$ cat src/hdl/rtffa_pkg.sv
`timescale 1ns / 1ps

package rtffa_pkg;

  localparam logic [1:0] OP_ALLOC   = 2'd0;
  localparam logic [1:0] OP_FREE    = 2'd1;
  localparam logic [1:0] OP_RESERVE = 2'd2;

  localparam logic [1:0] ST_OK        = 2'd0;
  localparam logic [1:0] ST_NO_SLOT   = 2'd1;
  localparam logic [1:0] ST_EXHAUSTED = 2'd2;

  typedef struct packed {
    logic [1:0]  opcode;
    logic [31:0] address;
    logic [31:0] amount;
  } item_t;

  typedef struct packed {
    logic [31:0] block_start;
    logic [1:0]  status;
  } rsp_t;

  typedef struct packed {
    logic [31:0] start_addr;
    logic [31:0] end_addr;
  } entry_t;

  typedef struct packed {
    logic       load;
    logic       scan_from_slot;
    logic       scan_from_zero;
    logic       issue;
    logic       clear_write;
    logic       take_slot;
    logic       reserve_write;
    logic       w_clear;
    logic       w_jump;
    logic       alloc_write;
    logic       free_write;
    logic       reply;
    logic [1:0] reply_status;
    logic       reply_with_w;
  } ctrl_cmd_t;

  typedef struct packed {
    logic       rd_valid;
    logic       rd_last;
    logic       cnt_full;
    logic       slot_free;
    logic       overlap;
    logic       start_match;
    logic       over_range;
    logic [1:0] opcode;
  } dp_stat_t;

endpackage

$ cat src/hdl/rtffa_ctrl.sv
`timescale 1ns / 1ps

module rtffa_ctrl import rtffa_pkg::*; (
  input  logic      clk,
  input  logic      rst,
  input  logic      start,
  input  dp_stat_t  stat,
  output ctrl_cmd_t cmd,
  output logic      busy
);

  localparam logic [2:0] S_CLEAR    = 3'd0;
  localparam logic [2:0] S_IDLE     = 3'd1;
  localparam logic [2:0] S_DISPATCH = 3'd2;
  localparam logic [2:0] S_SLOT     = 3'd3;
  localparam logic [2:0] S_FIT      = 3'd4;
  localparam logic [2:0] S_FREE     = 3'd5;

  logic [2:0] state;
  logic [2:0] state_next;

  always_ff @(posedge clk) begin
    if (rst) begin
      state <= S_CLEAR;
    end else begin
      state <= state_next;
    end
  end

  assign busy = (state != S_IDLE);

  always_comb begin
    cmd        = '0;
    state_next = state;
    unique case (state)
      S_CLEAR: begin
        if (stat.cnt_full) begin
          state_next = S_IDLE;
        end else begin
          cmd.clear_write = 1'b1;
        end
      end
      S_IDLE: begin
        if (start) begin
          cmd.load   = 1'b1;
          state_next = S_DISPATCH;
        end
      end
      S_DISPATCH: begin
        unique case (stat.opcode) inside
          OP_ALLOC, OP_RESERVE: begin
            cmd.scan_from_slot = 1'b1;
            state_next         = S_SLOT;
          end
          OP_FREE: begin
            cmd.scan_from_zero = 1'b1;
            state_next         = S_FREE;
          end
          default: begin
            cmd.reply        = 1'b1;
            cmd.reply_status = ST_OK;
            state_next       = S_IDLE;
          end
        endcase
      end
      S_SLOT: begin
        cmd.issue = !stat.cnt_full && !(stat.rd_valid && stat.slot_free);
        if (stat.rd_valid && stat.slot_free) begin
          if (stat.opcode == OP_ALLOC) begin
            cmd.take_slot      = 1'b1;
            cmd.w_clear        = 1'b1;
            cmd.scan_from_zero = 1'b1;
            state_next         = S_FIT;
          end else begin
            cmd.reserve_write = 1'b1;
            cmd.reply         = 1'b1;
            cmd.reply_status  = ST_OK;
            state_next        = S_IDLE;
          end
        end else if (stat.rd_valid && stat.rd_last) begin
          cmd.reply        = 1'b1;
          cmd.reply_status = ST_NO_SLOT;
          state_next       = S_IDLE;
        end
      end
      S_FIT: begin
        cmd.issue = !stat.cnt_full && !(stat.rd_valid && stat.overlap);
        if (stat.rd_valid && stat.overlap) begin
          cmd.w_jump         = 1'b1;
          cmd.scan_from_zero = 1'b1;
        end else if (stat.rd_valid && stat.rd_last) begin
          cmd.reply  = 1'b1;
          state_next = S_IDLE;
          if (stat.over_range) begin
            cmd.reply_status = ST_EXHAUSTED;
          end else begin
            cmd.alloc_write  = 1'b1;
            cmd.reply_status = ST_OK;
            cmd.reply_with_w = 1'b1;
          end
        end
      end
      S_FREE: begin
        cmd.issue      = !stat.cnt_full;
        cmd.free_write = stat.rd_valid && stat.start_match;
        if (stat.rd_valid && stat.rd_last) begin
          cmd.reply        = 1'b1;
          cmd.reply_status = ST_OK;
          state_next       = S_IDLE;
        end
      end
      default: begin
        state_next = S_IDLE;
      end
    endcase
  end

endmodule

$ cat src/hdl/rtffa_dp.sv
`timescale 1ns / 1ps

module rtffa_dp import rtffa_pkg::*; #(
  parameter int ENTRIES = 64
) (
  input  logic      clk,
  input  logic      rst,
  input  item_t     request,
  input  ctrl_cmd_t cmd,
  output dp_stat_t  stat,
  output rsp_t      response,
  output logic      response_valid
);

  localparam int IDX_W = $clog2(ENTRIES);
  localparam int CNT_W = $clog2(ENTRIES + 1);
  localparam logic [IDX_W-1:0] IDX_LAST = IDX_W'(ENTRIES - 1);
  localparam logic [CNT_W-1:0] CNT_FULL = CNT_W'(ENTRIES);
  localparam logic [CNT_W-1:0] CNT_LAST = CNT_W'(ENTRIES - 1);

  entry_t mem [ENTRIES];

  item_t            req;
  logic [IDX_W-1:0] rd_idx;
  logic [CNT_W-1:0] cnt;
  logic             rd_valid;
  logic             rd_last;
  logic [IDX_W-1:0] rd_at;
  entry_t           rd_data;
  logic [IDX_W-1:0] slot;
  logic [IDX_W-1:0] next_slot;
  logic [31:0]      w;

  logic [IDX_W-1:0] rd_idx_inc;
  logic [IDX_W-1:0] rd_at_inc;
  logic [32:0]      fit_sum;
  logic             we;
  logic [IDX_W-1:0] waddr;
  entry_t           wdata;

  assign rd_idx_inc = (rd_idx == IDX_LAST) ? '0 : rd_idx + 1'b1;
  assign rd_at_inc  = (rd_at == IDX_LAST) ? '0 : rd_at + 1'b1;
  assign fit_sum    = {1'b0, w} + {1'b0, req.amount};

  assign stat.rd_valid    = rd_valid;
  assign stat.rd_last     = rd_last;
  assign stat.cnt_full    = (cnt == CNT_FULL);
  assign stat.slot_free   = (rd_data.start_addr == '0) && (rd_data.end_addr == '0);
  assign stat.overlap     = (fit_sum > {1'b0, rd_data.start_addr}) && (w < rd_data.end_addr);
  assign stat.start_match = (rd_data.start_addr == req.address);
  assign stat.over_range  = fit_sum[32];
  assign stat.opcode      = req.opcode;

  always_comb begin
    we    = 1'b0;
    waddr = rd_at;
    wdata = '0;
    if (cmd.clear_write) begin
      we    = 1'b1;
      waddr = rd_idx;
    end else if (cmd.reserve_write) begin
      we               = 1'b1;
      wdata.start_addr = req.address;
      wdata.end_addr   = req.amount;
    end else if (cmd.alloc_write) begin
      we               = 1'b1;
      waddr            = slot;
      wdata.start_addr = w;
      wdata.end_addr   = fit_sum[31:0];
    end else if (cmd.free_write) begin
      we = 1'b1;
    end
  end

  always_ff @(posedge clk) begin
    if (we) begin
      mem[waddr] <= wdata;
    end
    if (cmd.issue) begin
      rd_data <= mem[rd_idx];
      rd_at   <= rd_idx;
      rd_last <= (cnt == CNT_LAST);
    end
  end

  always_ff @(posedge clk) begin
    if (rst) begin
      rd_idx         <= '0;
      cnt            <= '0;
      rd_valid       <= 1'b0;
      next_slot      <= '0;
      response_valid <= 1'b0;
    end else begin
      rd_valid       <= cmd.issue;
      response_valid <= cmd.reply;
      if (cmd.scan_from_slot) begin
        rd_idx <= next_slot;
        cnt    <= '0;
      end else if (cmd.scan_from_zero) begin
        rd_idx <= '0;
        cnt    <= '0;
      end else if (cmd.issue || cmd.clear_write) begin
        rd_idx <= rd_idx_inc;
        cnt    <= cnt + 1'b1;
      end
      if (cmd.take_slot) begin
        next_slot <= rd_at;
      end else if (cmd.reserve_write) begin
        next_slot <= rd_at_inc;
      end
    end
  end

  always_ff @(posedge clk) begin
    if (cmd.load) begin
      req <= request;
    end
    if (cmd.take_slot) begin
      slot <= rd_at;
    end
    if (cmd.w_clear) begin
      w <= '0;
    end else if (cmd.w_jump) begin
      w <= rd_data.end_addr;
    end
    if (cmd.reply) begin
      response.status      <= cmd.reply_status;
      response.block_start <= cmd.reply_with_w ? w : '0;
    end
  end

endmodule

$ cat src/hdl/range_table_first_fit_allocator.sv
`timescale 1ns / 1ps

// Range table allocator with a table that is read one entry per cycle. After reset the table
// is cleared by a pass of ENTRIES writes, and busy stays high until that pass is done. An item
// is taken when start is high and busy is low, and its result appears on response for exactly
// one cycle with response_valid high; the receiver cannot stall it, so it must take every
// result. An unknown opcode answers straight from dispatch, a free after a sweep of the whole
// table and a reserve after a search for a free slot. An allocate costs a slot search, then a
// first-fit sweep, one more sweep for every collision that moves the candidate start, and
// then the result.

module range_table_first_fit_allocator import rtffa_pkg::*; #(
  parameter int ENTRIES = 64
) (
  input  logic  clk,
  input  logic  rst,
  input  logic  start,
  input  item_t request,
  output logic  busy,
  output rsp_t  response,
  output logic  response_valid
);

  ctrl_cmd_t cmd;
  dp_stat_t  stat;

  rtffa_ctrl u_ctrl (
    .clk   (clk),
    .rst   (rst),
    .start (start),
    .stat  (stat),
    .cmd   (cmd),
    .busy  (busy)
  );

  rtffa_dp #(
    .ENTRIES (ENTRIES)
  ) u_dp (
    .clk            (clk),
    .rst            (rst),
    .request        (request),
    .cmd            (cmd),
    .stat           (stat),
    .response       (response),
    .response_valid (response_valid)
  );

endmodule

$ cat config.mk
export PLATFORM = sky130hd
export DESIGN_NAME = range_table_first_fit_allocator
export DESIGN_NICKNAME = d
export VERILOG_FILES = /design/src/hdl/rtffa_pkg.sv /design/src/hdl/rtffa_ctrl.sv /design/src/hdl/rtffa_dp.sv /design/src/hdl/range_table_first_fit_allocator.sv
export SDC_FILE = /design/constraint.sdc
export NUM_CORES = 2
export LEC_CHECK = 0
export ABC_AREA = 1
export BUFFER_PORTS_ARGS = -buffer_cell sky130_fd_sc_hd__buf_2
export CAP_MARGIN = 0
export CELL_PAD_IN_SITES_DETAIL_PLACEMENT = 0
export CELL_PAD_IN_SITES_GLOBAL_PLACEMENT = 1
export CORE_ASPECT_RATIO = 0.6
export CORE_UTILIZATION = 53
export DETAILED_ROUTE_END_ITERATION = 16
export PLACE_DENSITY_LB_ADDON = 0.1
export SLEW_MARGIN = 40
export SYNTH_ARGS = -nofsm -noshare
export SYNTH_HDL_FRONTEND = slang
export SYNTH_SLANG_ARGS = --single-unit
export TNS_END_PERCENT = 30
$ cat constraint.sdc
create_clock -name clk -period 8.7 [get_ports clk]
set_input_delay 1.74 -clock clk [delete_from_list [all_inputs] [get_ports clk]]
set_output_delay 1.74 -clock clk [all_outputs]
set_load 0.01 [all_outputs]
==> Yosys cells after proc, flatten, opt, wreduce, memory -nomap -nowiden <==
Memory sizes are Yosys's and may differ from the RTL's. A register that Yosys moved wholly into a read port is not among the register bits.
Cells that the tools add are included.
{ "totals": {"memories": 1, "input_bits": 69, "out_inout_bits": 36, "reg_bits": 169, "ramBits": 4096} }
{ "classes": {"addsub": 4, "reduce_logical": 22, "n_eq_ne": 16, "n_lt_le_gt_ge": 2, "n_mux": 57} }
{ "memory_table": {"columns": ["name", "depth", "word_bits", "rd", "rd_clocked_by_memory_dff", "write_ports", "line", "text"], "rows": [
  ["u_dp.mem", 64, 64, 1, 1, 1, "rtffa_dp.sv:21", "entry_t mem [ENTRIES];"]
]} }
{ "ops": {"columns": ["op", "n"], "rows": [
  ["$mux 64", 3],
  ["$logic_not 32->1", 2],
  ["$mux 6", 10],
  ["$mux 3", 13],
  ["$add 32x32->33", 1],
  ["$gt 33x32->1", 1],
  ["$eq 32x32->1", 1],
  ["$lt 32x32->1", 1],
  ["$mux 1", 22],
  ["$pmux 3 s6", 1],
  ["$add 6x1->6 const B", 2],
  ["$eq 6x6->1 const B", 2],
  ["$pmux 3 s4", 1],
  ["$logic_and 1x1->1", 8],
  ["$mux 4", 2],
  ["$add 7x1->7 const B", 1],
  ["$eq 7x6->1 const B", 1],
  ["$eq 7x7->1 const B", 1],
  ["$eq 3x2->1 const B", 2],
  ["$eq 3x3->1 const B", 2],
  ["$pmux 1 s3", 2],
  ["$pmux 3 s2", 1],
  ["$reduce_or 3->1", 2],
  ["$mux 2", 2],
  ["14 further kinds", 17]
]} }

==> Longest topological paths before layout <==
{ "logic_depth": {"ltp_word": 11, "ltp_mapped": 31, "mapped_depth_nobuf": 31} }

==> Cells and area by module <==
A second synthesis with hierarchy kept.
{ "unflattened": {"hier_cells": 13792, "area_unflattened_um2": 173993.1} }
{ "modules_own_cells": {"columns": ["module", "seq_area_each_um2", "n_inst", "area_each_um2", "cells_each"], "rows": [
  ["rtffa_dp", 129374.1, 1, 173538.9, 13705],
  ["rtffa_ctrl", 60.1, 1, 454.2, 87]
]} }

==> Worst setup path after synthesis <==
No wires, ideal clock.
{ "synth_path": {"kind": "register to register", "from": "register u_dp.req[2] (netlist bit)", "to": "memory u_dp.mem[36][0] (netlist bit), enable pin", "t_arrival_ps": 6648, "slack_ps": 1565, "synth_period_minus_slack_ps": 7135, "path_buffers": 1, "setup_ps": 486, "path_stages_with_launch": 28, "path_cell_list": "edfxtp_1 -> ha_1 -> a21oi_1 -> nand2_1 -> nand2_1 -> nand3_1 -> a21boi_0 -> o21bai_1 -> a21o_1 -> a21boi_0 -> o21ai_0 -> xor2_1 -> inv_1 -> ha_1 -> nand4_1 -> nor3_1 -> and3_1 -> nand2_1 -> nand2_1 -> clkinv_2 -> nand3_4 -> buf_6 -> nand4_1 -> nand3_1 -> nand2_4 -> nor2_2 -> nand2_1 -> nor2_1"} }
{ "synth_between": {"elab_chain_len": 11} }
{ "synth_lines": {"columns": ["item", "line", "text"], "rows": [
  ["from (decl)", "rtffa_dp.sv:23", "item_t req;"],
  ["from (signal assigned)", "rtffa_dp.sv:116", "req <= request;"],
  ["$add 32x32->33 (*)", "rtffa_dp.sv:43", "assign fit_sum = {1'b0, w} + {1'b0, req.amount};"],
  ["$gt 33x32->1", "rtffa_dp.sv:49", "assign stat.overlap = (fit_sum > {1'b0, rd_data.start_addr}) && (w < rd_data.end_addr);"],
  ["$logic_and 1x1->1", "rtffa_dp.sv:49", null],
  ["$logic_and 1x1->1", "rtffa_ctrl.sv:88", "if (stat.rd_valid && stat.overlap) begin"],
  ["$mux 1 (*)", "rtffa_ctrl.sv:88", null],
  ["$mux 2 (*)", "rtffa_ctrl.sv:35", "unique case (state)"],
  ["$mux 1", "rtffa_dp.sv:65", "end else if (cmd.alloc_write) begin"],
  ["$mux 1", "rtffa_dp.sv:61", "end else if (cmd.reserve_write) begin"],
  ["$mux 1", "rtffa_dp.sv:58", "if (cmd.clear_write) begin"],
  ["$mux 1", "rtffa_dp.sv:76", "if (we) begin"],
  ["$mux 1 (implied by the code)", "rtffa_dp.sv:77", "mem[waddr] <= wdata;"],
  ["to (decl)", "rtffa_dp.sv:21", null]
]} }
Mark *: on every way between the ends. The rest lies on a longest branch, timed or not.

==> Final worst setup path <==
{ "layout_path": {"from": "register u_dp.req[2] (netlist bit)", "to": "memory u_dp.mem[61][37] (netlist bit), enable pin"} }
The elaborated chain is that of the path after synthesis.

==> flow_metrics.py <==
metrics = {
    "logic_synthesis": {
        "ys_ff_latch": 4329,
        "ys_seq_area_frac": 0.7516,
        "syn-num-nets": 13100,
        "synth_cell_types": 64,
        "synth_top_area_frac": 0.7451,
        "synth_edf_count": 4273,
        "async_flop_share": 0,
        "synthTopCellsByArea": "edfxtp_1 75%, o21ai_0 6.8%, nor2_1 5.7%, o22ai_1 2.7%, o221ai_1 2.1%",
        "synth_common_cells": "4273 x edfxtp_1, 2606 x nor2_1, 2339 x o21ai_0, 827 x clkbuf_1, 749 x o22ai_1",
        "synth_cells": 12940,
        "synth_most_common_cell": "edfxtp_1",
        "syn-cell-area_um2": 172200,
        "postSynthAreaPerCell_um2": 13.31,
        "synth-main-ff-cell": "edfxtp_1",
        "yosys.area.top_type": "edfxtp_1",
        "yosys_warnings": 0,
    },
    "final_layout": {
        "fillCellCount": 24850,
        "drive_above_1_share": 0.09768,
        "final_nets": 13060,
        "syn_to_final_growth_pct": 12.14,
    },
    "cts": {
        "cts_sinks": 4329,
        "cts_hold_buf": 0,
        "clock_tree.buffer_depth": 4,
        "clk_pin_slew_ps": 60,
        "postCtsSetupRepairBufs": 0,
        "htreeDepth": 5,
        "clock_latency_ps": 970,
        "cts_tree": "done",
        "root_buffer": "clkbuf_16",
        "cts_resized": 0,
        "cts_buffers": 395,
    },
    "floorplanning": {
        "rows": 161,
        "initial_core_util": 0.5349,
        "die-height_um": 443.5,
        "core_area_um2": 321900,
        "die_area_um2": 327300,
        "die_w_um": 737.9,
        "io_pins": 105,
    },
    "sta": {
        "slew_headroom": 0.3367,
        "tns_ps": 0,
        "finalCriticalPeriod_ps": 7304,
        "clock-skew-final_ps": 51.99,
        "hold_viol_final": 0,
        "setup_viol": 0,
        "max_freq_mhz": 136.9,
        "tightest_slew_ps": 995.0,
        "maxSlewViolCount": 0,
        "rsz0062_at_grt": "no",
        "period_share": 0.8395,
    },
    "setup_path": {
        "crit_top_cell": "nand2_1",
        "worst-r2r-cell-count": 31,
        "reg2reg_slack_ps": 1400,
        "slowest_delay_ps": 710,
        "critPathCapture": "u_dp.mem[61][37]",
        "reg2reg_to": "u_dp.mem[61][37]",
        "crit_start": "u_dp.req[2]",
        "crit_arrival_ps": 7920,
        "worstPathMaxFanout": 14,
        "path_class": "reg -> reg",
        "r2r_start": "u_dp.req[2]",
        "start_kind": "flop",
        "cp_data_required_time_ps": 9320,
        "worstSetupEndpointType": "flop",
        "critPathSlowestCell": "nor2_4",
    },
    "placed_design": {
        "dp_hpwl_mm": 337.5,
        "gp_congestion": 0.9014,
        "portBuffers": 104,
    },
    "routing": {
        "totalWireLength_mm": 596.5,
        "drtPass1Iterations": 6,
        "routed_via_density": 6.707,
        "via_count": 117800,
        "drtIter0Drc": 20220,
        "drc": 0,
        "drtAntennaViolNets": 0,
        "wire_per_inst_um": 33.95,
    },
    "global_routing": {
        "grt_max_degree": 206,
        "grt_pass1_vias": 107800,
        "grt_first_pass_wirelength_mm": 830.4,
        "antenna_found_initial": 89,
        "overflow": 0,
        "grt_usage": 0.3563,
    },
    "pwr": {
        "power_density_nw_per_um2": 225.6,
        "ir_drop_mv": 0.1925,
        "leakage_nw": 68.27,
        "p_total_mw": 43.57,
    },
    "hold_path": {
        "hold_path_class": "reg -> reg",
        "hp-start": "u_dp.next_slot[5]",
    },
    "outcome": {
        "status": "completed",
    },
    "flow_run": {
        "maxCapViolCount": 0,
    },
}
## logic make-up (layout without fill, tap and decap cells)
family | count (synthesis) | count (layout) | synth area share
flip-flops | 4329 | 4329 | 0.7516
AO/OA/AOI/OAI | 3980 | 3980 | 0.1339
AND/OR/NAND/NOR | 3317 | 3317 | 0.07891
buffers and inverters | 1166 | 1427 | 0.02600
adder cells (fa/ha/maj) | 100 | 100 | 0.007310
XOR/XNOR | 43 | 43 | 0.002187
other | 0 | 54 | 0
## cells in the final DEF, fill, tap and decap left out, types with 22 or more instances in the layout
master	instances
inv_1	221
edfxtp_1	4273
a21oi_2	22
clkbuf_1	74
nor2_4	70
bufinv_16	40
o221ai_1	420
or3_1	64
xor2_1	27
nand3_1	208
buf_4	228
nor2_2	22
buf_2	104
clkinv_2	68
dfxtp_1	50
nor3_1	22
clkinv_1	96
o211ai_1	95
o32ai_1	39
o21ai_0	2334
a32o_2	22
buf_12	126
nor2_1	2533
clkbuf_16	399
o22ai_1	726
nand4_1	37
diode_2	54
a21oi_1	237
o22ai_4	22
ha_1	99
nand2_1	271
## flip-flops by register name, summed over array words and instances (netlist names), 7 cells and up
register,count
u_dp.response,34
u_dp.rd_data,64
u_dp.req,64
u_dp.cnt,7
u_dp.w,32
u_dp.mem,4096
## critical path: cells and delay by family, from the launching register on
family	cells	cell delay, ps
buffers and inverters	6	1130
and+or+nand+nor	16	2900
adders and majority gates	2	660
xor gates and xnor gates	1	400
DFF	1	420
AOI/OAI and AO/OA	6	1400
## worst min path at each step
stage,endpoint,slack (ps),cells past startpoint
floorplan,u_dp.rd_at[2],400,0
global placement,u_dp.next_slot[5],460,2
detailed placement,u_dp.next_slot[5],480,2
CTS,u_dp.next_slot[5],490,2
global route,u_dp.next_slot[5],510,2
finish,u_dp.next_slot[5],490,2
## area by class of cell
type                            count  area [um^2]  share of cell area
Antenna cell                       54        135.1           0.0006998
Clock buffer                      474        10280             0.05322
Clock inverter                    233         2218             0.01149
Inverter                          239        953.4            0.004937
Multi-Input combinational cell   7440        39510              0.2046
Sequential cell                  4329       129500              0.6704
Tap cell                         4319         5404             0.02798
Timing Repair Buffer              481         5155             0.02670
## routing by layer
metal / vias up / share of wire / track usage
met4: 60 / 0.028 / 0.09620
met1: 59450 / 0.41 / 0.5523
li1: 48880 / - / -
met2: 8466 / 0.40 / 0.4770
met3: 969 / 0.15 / 0.1231
met5: - / 0.00091 / 0
## metrics by stage
| step | instance area [um^2] | worst slack, ps | util | hold slack, ps | std cells |
|---|---|---|---|---|---|
| floorplan | 172200 | 1565 | - | 402.9 | 12940 |
| global placement | 179800 | 1393 | 0.5587 | 463.2 | 16790 |
| detailed placement | 180100 | 1531 | 0.5594 | 479.5 | 16800 |
| CTS | 192600 | 1460 | 0.5983 | 488.7 | 17500 |
| global route | 193000 | 982.9 | 0.5995 | 508.1 | 17520 |
| finish | 193100 | 1396 | 0.5999 | 490.7 | 17570 |
## report_power, final
group          switching (mW)  total (mW)  leakage [nW]  internal [mW]
clock network            7.78        17.4          6.08           9.60
logic                    2.57        3.44          16.6          0.867
registers              0.0461        22.8          45.6           22.7
No activity file was read; power rests on OpenSTA's default activity.
